===== src/design/c8alu_pkg.sv =====
// shared types, codes and constants for the block-3 alu and restart unit
`timescale 1ns / 1ps

package c8alu_pkg;

    // default depth of the queue between front and back
    localparam int QUEUE_DEPTH = 4;

    // beat widths
    localparam int IN_DATA_W  = 64;
    localparam int OUT_DATA_W = 80;

    // opcode group codes, opcode bits 2..0
    localparam logic [2:0] GRP_ALU = 3'b110;
    localparam logic [2:0] GRP_RST = 3'b111;

    // cycle costs
    localparam logic [4:0] COST_NONE = 5'd0;
    localparam logic [4:0] COST_ALU  = 5'd8;
    localparam logic [4:0] COST_RST  = 5'd16;

    // alu operation, opcode bits 5..3
    typedef enum logic [2:0] {
        OP_ADD = 3'd0,
        OP_ADC = 3'd1,
        OP_SUB = 3'd2,
        OP_SBC = 3'd3,
        OP_AND = 3'd4,
        OP_XOR = 3'd5,
        OP_OR  = 3'd6,
        OP_CP  = 3'd7
    } alu_op_t;

    // instruction class decided by the front
    typedef enum logic [1:0] {
        KIND_NOP = 2'd0,
        KIND_ALU = 2'd1,
        KIND_RST = 2'd2
    } kind_t;

    // queue entry: final register values plus the return address
    typedef struct packed {
        kind_t       kind;
        logic [7:0]  acc;
        logic [7:0]  flags;
        logic [15:0] pc;
        logic [15:0] sp;
        logic [15:0] ret;
    } entry_t;

    // queue status seen by front and back
    typedef struct packed {
        logic empty;
        logic full;
    } q_status_t;

    // one result beat
    typedef struct packed {
        logic [7:0]  acc;
        logic [7:0]  flags;
        logic [15:0] pc;
        logic [15:0] sp;
        logic        mem_write;
        logic [15:0] waddr;
        logic [7:0]  wdata;
        logic [4:0]  cost;
        logic        last;
    } beat_t;

endpackage


===== src/design/cpu8_alu_immediate_and_restart.sv =====
// top level of the block-3 immediate alu and restart unit
//
// channel   dir  width  content
// s_*       in   64     instruction beat: opcode, immediate, a, f, pc, sp
// m_*       out  80+1   result beat: a, f, pc, sp, stack write, cost; tlast ends instruction
//
// one instruction is accepted per cycle while the queue has room; an alu or
// no-op instruction gives one beat, a restart gives two beats, the second
// straight after the first is taken, so the output port sets the rate.
// an accepted instruction is written into the queue at the accepting edge and
// reaches the output register once that is free and the entries ahead of it
// have gone. reset clears the queue and the output register; a stalled output
// only stops the front once the queue is full.
`timescale 1ns / 1ps

module cpu8_alu_immediate_and_restart
#(
    parameter int QUEUE_DEPTH = c8alu_pkg::QUEUE_DEPTH
)
(
    input  logic                             clk,
    input  logic                             rst_n,
    input  logic                             s_tvalid,
    output logic                             s_tready,
    // opcode[7:0], immediate[15:8], acc_in[23:16], flags_in[31:24],
    // pc_in[47:32], sp_in[63:48]
    input  logic [c8alu_pkg::IN_DATA_W-1:0]  s_tdata,
    output logic                             m_tvalid,
    input  logic                             m_tready,
    // acc_out[7:0], flags_out[15:8], pc_out[31:16], sp_out[47:32],
    // write_address[63:48], write_data[71:64], cycle_cost[76:72], zero pad
    output logic [c8alu_pkg::OUT_DATA_W-1:0] m_tdata,
    // mem_write[0]
    output logic                             m_tuser,
    output logic                             m_tlast
);

    c8alu_pkg::q_status_t q_status;
    c8alu_pkg::entry_t    wr_entry;
    c8alu_pkg::entry_t    rd_entry;
    logic                 push;
    logic                 pop;

    // decode and alu
    c8alu_front u_front
    (
        .s_tvalid (s_tvalid),
        .s_tready (s_tready),
        .s_tdata  (s_tdata),
        .q_status (q_status),
        .push     (push),
        .entry    (wr_entry)
    );

    // decoupling queue
    c8alu_fifo
    #(
        .DEPTH (QUEUE_DEPTH)
    )
    u_fifo
    (
        .clk      (clk),
        .rst_n    (rst_n),
        .push     (push),
        .wr_entry (wr_entry),
        .pop      (pop),
        .rd_entry (rd_entry),
        .status   (q_status)
    );

    // result sequencing
    c8alu_back u_back
    (
        .clk      (clk),
        .rst_n    (rst_n),
        .q_entry  (rd_entry),
        .q_status (q_status),
        .pop      (pop),
        .m_tvalid (m_tvalid),
        .m_tready (m_tready),
        .m_tdata  (m_tdata),
        .m_tuser  (m_tuser),
        .m_tlast  (m_tlast)
    );

    // only the first restart beat is not last, and it carries a write
    a_first_beat_writes : assert property (@(posedge clk) disable iff (!rst_n)
        m_tvalid && !m_tlast |-> m_tuser && (m_tdata[76:72] == c8alu_pkg::COST_NONE))
        else $error("non-last beat without stack write or with a cost");

    // the second restart beat follows straight after the first is taken
    a_second_beat_next : assert property (@(posedge clk) disable iff (!rst_n)
        m_tvalid && m_tready && !m_tlast |=> m_tvalid && m_tlast && m_tuser)
        else $error("second restart beat missing");

    // second restart beat writes one below the first and charges the restart cost
    a_second_beat_addr : assert property (@(posedge clk) disable iff (!rst_n)
        m_tvalid && m_tready && !m_tlast |=>
        (m_tdata[63:48] == $past(m_tdata[63:48]) - 16'd1) &&
        (m_tdata[76:72] == c8alu_pkg::COST_RST))
        else $error("second restart beat address or cost wrong");

    // queue never takes a beat while full
    a_no_push_full : assert property (@(posedge clk) disable iff (!rst_n)
        q_status.full |-> !push)
        else $error("push into full queue");

endmodule


===== src/design/c8alu_front.sv =====
// front: accepts instruction beats, classifies them and works out the alu result
`timescale 1ns / 1ps

module c8alu_front
(
    input  logic                           s_tvalid,
    output logic                           s_tready,
    // opcode[7:0], immediate[15:8], acc_in[23:16], flags_in[31:24],
    // pc_in[47:32], sp_in[63:48]
    input  logic [c8alu_pkg::IN_DATA_W-1:0] s_tdata,
    input  c8alu_pkg::q_status_t           q_status,
    output logic                           push,
    output c8alu_pkg::entry_t              entry
);

    logic [7:0]          opcode;
    logic [7:0]          imm;
    logic [7:0]          acc;
    logic [7:0]          flg;
    logic [15:0]         pc;
    logic [15:0]         sp;
    logic                cin;
    logic                cin_op;
    logic [8:0]          sum;
    logic [4:0]          sum_lo;
    logic [8:0]          diff;
    logic [4:0]          diff_lo;
    logic [7:0]          res;
    logic [7:0]          res_flags;
    c8alu_pkg::alu_op_t  op;

    // field split
    assign opcode = s_tdata[7:0];
    assign imm    = s_tdata[15:8];
    assign acc    = s_tdata[23:16];
    assign flg    = s_tdata[31:24];
    assign pc     = s_tdata[47:32];
    assign sp     = s_tdata[63:48];
    assign cin    = flg[4];
    assign op     = c8alu_pkg::alu_op_t'(opcode[5:3]);

    // handshake, queue takes the beat when it has room
    assign s_tready = !q_status.full;
    assign push     = s_tvalid && !q_status.full;

    // carry in only for adc and sbc
    assign cin_op = ((op == c8alu_pkg::OP_ADC) || (op == c8alu_pkg::OP_SBC)) ? cin : 1'b0;

    // shared adder and subtractor with nibble carries
    assign sum     = {1'b0, acc} + {1'b0, imm} + {8'd0, cin_op};
    assign sum_lo  = {1'b0, acc[3:0]} + {1'b0, imm[3:0]} + {4'd0, cin_op};
    assign diff    = {1'b0, acc} - {1'b0, imm} - {8'd0, cin_op};
    assign diff_lo = {1'b0, acc[3:0]} - {1'b0, imm[3:0]} - {4'd0, cin_op};

    // alu result and flags
    always_comb
    begin
        res       = acc;
        res_flags = flg;
        unique case (op)
            c8alu_pkg::OP_ADD, c8alu_pkg::OP_ADC:
            begin
                res       = sum[7:0];
                res_flags = {(sum[7:0] == 8'd0), 1'b0, sum_lo[4], sum[8], flg[3:0]};
            end
            c8alu_pkg::OP_SUB, c8alu_pkg::OP_SBC:
            begin
                res       = diff[7:0];
                res_flags = {(diff[7:0] == 8'd0), 1'b1, diff_lo[4], diff[8], flg[3:0]};
            end
            c8alu_pkg::OP_AND:
            begin
                res       = acc & imm;
                res_flags = {((acc & imm) == 8'd0), 1'b0, 1'b1, 1'b0, 4'd0};
            end
            c8alu_pkg::OP_XOR:
            begin
                res       = acc ^ imm;
                res_flags = {((acc ^ imm) == 8'd0), 3'd0, 4'd0};
            end
            c8alu_pkg::OP_OR:
            begin
                res       = acc | imm;
                res_flags = {((acc | imm) == 8'd0), 3'd0, 4'd0};
            end
            c8alu_pkg::OP_CP:
            begin
                res       = acc;
                res_flags = {(diff[7:0] == 8'd0), 1'b1, diff_lo[4], diff[8], 4'd0};
            end
            default:
            begin
                res       = acc;
                res_flags = flg;
            end
        endcase
    end

    // classify by group and build the queue entry
    always_comb
    begin
        entry.acc   = acc;
        entry.flags = flg;
        entry.pc    = pc;
        entry.sp    = sp;
        entry.ret   = pc + 16'd1;
        entry.kind  = c8alu_pkg::KIND_NOP;
        unique case (opcode[2:0])
            c8alu_pkg::GRP_ALU:
            begin
                entry.kind  = c8alu_pkg::KIND_ALU;
                entry.acc   = res;
                entry.flags = res_flags;
                entry.pc    = pc + 16'd2;
            end
            c8alu_pkg::GRP_RST:
            begin
                entry.kind = c8alu_pkg::KIND_RST;
                entry.pc   = {10'd0, opcode[5:3], 3'd0};
                entry.sp   = sp - 16'd2;
            end
            default:
            begin
                entry.kind = c8alu_pkg::KIND_NOP;
            end
        endcase
    end

endmodule


===== src/design/c8alu_fifo.sv =====
// short queue of decoded instructions between front and back
`timescale 1ns / 1ps

module c8alu_fifo
#(
    parameter int DEPTH = c8alu_pkg::QUEUE_DEPTH
)
(
    input  logic                 clk,
    input  logic                 rst_n,
    input  logic                 push,
    input  c8alu_pkg::entry_t    wr_entry,
    input  logic                 pop,
    output c8alu_pkg::entry_t    rd_entry,
    output c8alu_pkg::q_status_t status
);

    localparam int PTR_W = (DEPTH > 1) ? $clog2(DEPTH) : 1;
    localparam int CNT_W = $clog2(DEPTH + 1);

    c8alu_pkg::entry_t mem_reg [DEPTH];
    logic [PTR_W-1:0]  wr_ptr_reg;
    logic [PTR_W-1:0]  wr_ptr_next;
    logic [PTR_W-1:0]  rd_ptr_reg;
    logic [PTR_W-1:0]  rd_ptr_next;
    logic [CNT_W-1:0]  count_reg;
    logic [CNT_W-1:0]  count_next;
    logic              do_push;
    logic              do_pop;

    assign status.empty = (count_reg == '0);
    assign status.full  = (count_reg == CNT_W'(DEPTH));
    assign do_push      = push && !status.full;
    assign do_pop       = pop && !status.empty;
    assign rd_entry     = mem_reg[rd_ptr_reg];

    // pointer and count update
    always_comb
    begin
        wr_ptr_next = wr_ptr_reg;
        rd_ptr_next = rd_ptr_reg;
        count_next  = count_reg;
        if (do_push)
        begin
            wr_ptr_next = (wr_ptr_reg == PTR_W'(DEPTH - 1)) ? '0 : wr_ptr_reg + 1'b1;
        end
        if (do_pop)
        begin
            rd_ptr_next = (rd_ptr_reg == PTR_W'(DEPTH - 1)) ? '0 : rd_ptr_reg + 1'b1;
        end
        if (do_push && !do_pop)
        begin
            count_next = count_reg + 1'b1;
        end
        else if (do_pop && !do_push)
        begin
            count_next = count_reg - 1'b1;
        end
    end

    // control registers
    always_ff @(posedge clk or negedge rst_n)
    begin
        if (!rst_n)
        begin
            wr_ptr_reg <= '0;
            rd_ptr_reg <= '0;
            count_reg  <= '0;
        end
        else
        begin
            wr_ptr_reg <= wr_ptr_next;
            rd_ptr_reg <= rd_ptr_next;
            count_reg  <= count_next;
        end
    end

    // storage
    always_ff @(posedge clk)
    begin
        if (do_push)
        begin
            mem_reg[wr_ptr_reg] <= wr_entry;
        end
    end

endmodule


===== src/design/c8alu_back.sv =====
// back: turns queue entries into result beats, two beats for a restart
`timescale 1ns / 1ps

module c8alu_back
(
    input  logic                             clk,
    input  logic                             rst_n,
    input  c8alu_pkg::entry_t                q_entry,
    input  c8alu_pkg::q_status_t             q_status,
    output logic                             pop,
    output logic                             m_tvalid,
    input  logic                             m_tready,
    // acc_out[7:0], flags_out[15:8], pc_out[31:16], sp_out[47:32],
    // write_address[63:48], write_data[71:64], cycle_cost[76:72], zero pad
    output logic [c8alu_pkg::OUT_DATA_W-1:0] m_tdata,
    // mem_write[0]
    output logic                             m_tuser,
    output logic                             m_tlast
);

    logic              valid_reg;
    logic              valid_next;
    logic              pend_reg;
    logic              pend_next;
    c8alu_pkg::beat_t  beat_reg;
    c8alu_pkg::beat_t  beat_next;
    c8alu_pkg::entry_t hold_reg;
    c8alu_pkg::entry_t hold_next;
    logic              load;

    // output register is free when empty or being taken
    assign load = !valid_reg || m_tready;
    assign pop  = load && !pend_reg && !q_status.empty;

    // beat selection
    always_comb
    begin
        valid_next = valid_reg;
        pend_next  = pend_reg;
        beat_next  = beat_reg;
        hold_next  = hold_reg;
        if (load)
        begin
            if (pend_reg)
            begin
                // second restart beat: low return byte at sp - 2
                valid_next          = 1'b1;
                pend_next           = 1'b0;
                beat_next.acc       = hold_reg.acc;
                beat_next.flags     = hold_reg.flags;
                beat_next.pc        = hold_reg.pc;
                beat_next.sp        = hold_reg.sp;
                beat_next.mem_write = 1'b1;
                beat_next.waddr     = hold_reg.sp;
                beat_next.wdata     = hold_reg.ret[7:0];
                beat_next.cost      = c8alu_pkg::COST_RST;
                beat_next.last      = 1'b1;
            end
            else if (!q_status.empty)
            begin
                valid_next          = 1'b1;
                beat_next.acc       = q_entry.acc;
                beat_next.flags     = q_entry.flags;
                beat_next.pc        = q_entry.pc;
                beat_next.sp        = q_entry.sp;
                beat_next.mem_write = 1'b0;
                beat_next.waddr     = 16'd0;
                beat_next.wdata     = 8'd0;
                beat_next.cost      = c8alu_pkg::COST_NONE;
                beat_next.last      = 1'b1;
                case (q_entry.kind)
                    c8alu_pkg::KIND_ALU:
                    begin
                        beat_next.cost = c8alu_pkg::COST_ALU;
                    end
                    c8alu_pkg::KIND_RST:
                    begin
                        // first restart beat: high return byte at sp - 1
                        beat_next.mem_write = 1'b1;
                        beat_next.waddr     = q_entry.sp + 16'd1;
                        beat_next.wdata     = q_entry.ret[15:8];
                        beat_next.last      = 1'b0;
                        pend_next           = 1'b1;
                        hold_next           = q_entry;
                    end
                    default:
                    begin
                        beat_next.cost = c8alu_pkg::COST_NONE;
                    end
                endcase
            end
            else
            begin
                valid_next = 1'b0;
            end
        end
    end

    // control registers
    always_ff @(posedge clk or negedge rst_n)
    begin
        if (!rst_n)
        begin
            valid_reg <= 1'b0;
            pend_reg  <= 1'b0;
        end
        else
        begin
            valid_reg <= valid_next;
            pend_reg  <= pend_next;
        end
    end

    // payload registers
    always_ff @(posedge clk)
    begin
        beat_reg <= beat_next;
        hold_reg <= hold_next;
    end

    // port packing
    assign m_tvalid = valid_reg;
    assign m_tuser  = beat_reg.mem_write;
    assign m_tlast  = beat_reg.last;
    assign m_tdata  = {3'd0, beat_reg.cost, beat_reg.wdata, beat_reg.waddr,
                       beat_reg.sp, beat_reg.pc, beat_reg.flags, beat_reg.acc};

endmodule


===== config.mk =====
export PLATFORM = sky130hd
export DESIGN_NAME = cpu8_alu_immediate_and_restart
export DESIGN_NICKNAME = d
export VERILOG_FILES = /design/src/design/c8alu_pkg.sv /design/src/design/cpu8_alu_immediate_and_restart.sv /design/src/design/c8alu_front.sv /design/src/design/c8alu_fifo.sv /design/src/design/c8alu_back.sv
export SDC_FILE = /design/constraint.sdc
export NUM_CORES = 1
export LEC_CHECK = 0
export BUFFER_PORTS_ARGS = -buffer_cell sky130_fd_sc_hd__buf_2
export CAP_MARGIN = 20
export CORE_UTILIZATION = 28
export DETAILED_ROUTE_END_ITERATION = 12
export SETUP_SLACK_MARGIN = 0.4
export SYNTH_ARGS = -nofsm -noshare
export SYNTH_HDL_FRONTEND = slang
export SYNTH_HIERARCHICAL = 1
export SYNTH_SLANG_ARGS = --single-unit

===== constraint.sdc =====
create_clock -name clk -period 16.4 [get_ports clk]
set_input_delay 3.28 -clock clk [delete_from_list [all_inputs] [get_ports clk]]
set_output_delay 3.28 -clock clk [all_outputs]
set_load 0.01 [all_outputs]

==> impl_metrics.toml <==
[run_status]
outcome = "finished clean"

[route]
avgRoutedWirePerCell_microns = 19.2
drtAntennaViolNets = 0
via_per_inst = 4.58
detailroute.via_count = 9559
drc = 0
drtPass1Iterations = 4
detail_route.wirelength_mm = 40.0
detailedRoute.firstIterationViolations = 623

[floorplan]
initial_utilization = 0.285
coreArea_sq_um = 62100
io_pins = 152
die-area_sq_um = 64300
die_width_microns = 254
row_count = 91
dieHeight_microns = 254

[logic_synthesis]
syn-cell-area_sq_um = 17700
synth_enable_flop_cells = 396
post-synth-top-area-cell = "sky130_fd_sc_hd__edfxtp_1"
syn_area_per_cell_sq_um = 16.6
ys_warn_count = 6
post_synth_xor_area_fraction = 0.0307
synth_top_family_by_area = "multiplexers"
synth_seq_cells = 405
synthCells = 1064
synthArstFlopShare = 0.0222
synth_top_cell_area_share = 0.671
synth_adder_area_share = 0.0339
synth.yosys.seq_area_share = 0.684
synth-compound-area-share = 0.0486
synth_simple_gate_area_share = 0.0557
muxShareOfSynthArea = 0.116
yosys_most_used_dff = "sky130_fd_sc_hd__edfxtp_1"
synth.distinct_cells = 65
yosys-top-cells-area = "sky130_fd_sc_hd__edfxtp_1 (67%), sky130_fd_sc_hd__mux4_2 (8.9%), sky130_fd_sc_hd__ha_1 (2.8%)"

[global_route]
grt_first_pass_wirelength_mm = 60.5
grt_max_degree = 79
number_of_global_route_vias_before_repair = 9934
globalRouteOverflowTotal = 0
track_usage = 0.126
antenna_violations_before_repair = 4

[sta]
tightestPinTransition_ns = 1.06
min_tclk_post_route_ns = 6.24
skew_ns = 0.0233
clock.fmax_mhz = 160
final_hold_viol_count = 0
grt_setup_unrepaired = "no"
fin_crit_sh = 0.381
final.setup.tns_ns = 0
max_slew_margin = 0.295
worst_slack_ns = 10.16
final_max_slew_viol_count = 0
setup_viols_final = 0

[final_layout]
drive_above_1_share = 0.285
largest_register_ff_count = 264
layout.cells.non_filler = 2087
antennaDiodeCount = 0
combined_area_of_the_multi_input_logic_cells_sq_um = 5090
register_area_sq_um = 12100
nNetsFinal = 1328
p_r_area_growth_vs_syn_pct = 17.2
nFillCells = 5998

[clock_tree]
ctsLongestPathBuffers = 3
insertion_delay_ns = 0.57
post_cts_resized = 0
htree_levels = 2
clkSinkCount = 405
post_cts_hold_buffer_count = 0
numCtsBuffers = 44
cts.clk_slew.worst_paths_ns = 0.06
tritoncts = "built"
postCtsSetupBuffers = 0
clk_root_buffer_cell = "sky130_fd_sc_hd__clkbuf_16"

[setup_path]
timing.reg2reg.worst_path_depth = 6
crit_path_max_fanout = 19
worst_setup_ep_type = "flop"
critPathKind = "in2reg"
ff2ff_setup_slack_ns = 12.50
worstSetupStartpoint = "s_tdata[3]"
timing.critical_path.to = "u_fifo/mem_reg[0][55]"
timing.critical_path.required_ns = 16.69
r2r_start = "u_fifo/rd_ptr_reg[0]"
regToRegEndpoint = "u_back/hold_reg[60]"
critPathLaunchType = "input pin"
worst-endpoint-arrival_ns = 6.54

[placed_design]
place_hpwl_mm = 25.8
gp_congestion = 0.798
placement.io_buffers = 143
placedCellCount = 2006
dpl_worst_slack_ns = 9.56

[worst_hold_path]
hold_path_class = "reg2reg"

[power_and_ir_drop]
cellPowerDensity_nw_per_um2 = 175
power.static_leakage_nw = 7.13
irDropWorstVdd_uv = 69.7

[flow_run]
max_cap_viol_count = 0
## cells in the mapped netlist (all sizes together) (3+ instances only)
library cell,number
a211oi,5
a21boi,6
a21oi,25
a22o,10
a31oi,3
and2,6
buf,33
clkbuf,19
dfrtp,9
edfxtp,396
fa,5
ha,40
inv,63
mux2,39
mux2i,4
mux4,70
nand2,50
nand2b,6
nand3,16
nand4,8
nor2,39
nor2b,3
nor3,21
nor4,11
o211ai,4
o21a,5
o21ai,62
o22ai,4
o31a,3
or2,3
or3,10
or4,3
xnor2,33
xor2,29
## where the power goes
part | switching [mW] | internal [mW]
combinational | 0.573 | 0.406
sequential | 0.119 | 1.53
clock | 0.399 | 0.606
total | 1.09 | 2.55
## layer usage
| layer | track usage | share of wire |
|---|---|---|
| met1 | 0.161 | 0.43 |
| met2 | 0.209 | 0.49 |
| met3 | 0.0287 | 0.053 |
| met4 | 0.0419 | 0.025 |
| met5 | 0 | 0.0013 |
## kinds of logic after synthesis
group           Yosys count
flops                   405
fa+ha+maj                45
mux                     113
compound gates          139
xor+xnor                 62
other cells               1
simple gates            184
buf+inv                 115
## critical path, cell delays in order
cell and delay [ns]:
sky130_fd_sc_hd__buf_2 0.39, sky130_fd_sc_hd__nand2_1 0.09, sky130_fd_sc_hd__or2_2 0.31, sky130_fd_sc_hd__fa_1 0.56
sky130_fd_sc_hd__inv_1 0.08, sky130_fd_sc_hd__ha_1 0.17, sky130_fd_sc_hd__o21ai_0 0.22, sky130_fd_sc_hd__a21boi_0 0.24
sky130_fd_sc_hd__o31a_1 0.30, sky130_fd_sc_hd__xor2_1 0.24, sky130_fd_sc_hd__nor2_1 0.10, sky130_fd_sc_hd__a211o_1 0.30
sky130_fd_sc_hd__o22a_1 0.25
## worst min-delay path by stage
stage / startpoint / endpoint / slack [ns] / cells past startpoint
after floorplan: u_back/pend_reg / u_back/m_tdata[76] / 0.42 / 0
after global placement: u_fifo/count_reg[2] / u_fifo/count_reg[2] / 0.52 / 1
after detailed placement: u_fifo/count_reg[2] / u_fifo/count_reg[2] / 0.52 / 1
after CTS: u_fifo/count_reg[2] / u_fifo/count_reg[2] / 0.53 / 1
after global routing: u_back/hold_reg[40] / u_back/m_tdata[24] / 0.56 / 1
final: u_fifo/count_reg[2] / u_fifo/count_reg[2] / 0.53 / 1
## layout by cell type (no fill, tap or decap), types with 11 or more instances in the layout
cell type and instances:
sky130_fd_sc_hd__clkbuf_16 46, sky130_fd_sc_hd__mux2_2 37, sky130_fd_sc_hd__buf_2 143, sky130_fd_sc_hd__inv_1 63
sky130_fd_sc_hd__xnor2_1 33, sky130_fd_sc_hd__a21oi_1 24, sky130_fd_sc_hd__nor2_1 38, sky130_fd_sc_hd__nand2_1 50
sky130_fd_sc_hd__clkbuf_1 11, sky130_fd_sc_hd__o21ai_0 55, sky130_fd_sc_hd__mux4_2 70, sky130_fd_sc_hd__nand3_1 15
sky130_fd_sc_hd__nor3_1 19, sky130_fd_sc_hd__xor2_1 29, sky130_fd_sc_hd__ha_1 40, sky130_fd_sc_hd__edfxtp_1 396
## layout make-up
cell class                      count  area share
Clock buffer                       60      0.0594
Clock inverter                     21      0.0118
Inverter                           63      0.0114
Multi-Input combinational cell    549       0.245
Sequential cell                   405       0.584
Tap cell                          837      0.0505
Timing Repair Buffer              152      0.0377
## per-stage QoR
step / hold slack [ns] / utilization / area [sq um] / total power, mW
after floorplan: 0.420 / - / 17700 / 2.35
after global placement: 0.518 / 0.311 / 19300 / 2.67
after detailed placement: 0.521 / 0.311 / 19300 / 2.69
after CTS: 0.529 / 0.335 / 20800 / 3.71
after global routing: 0.561 / 0.335 / 20800 / 3.84
final: 0.533 / 0.335 / 20800 / 3.64
Note: power is estimated with default switching activity, not from simulation.
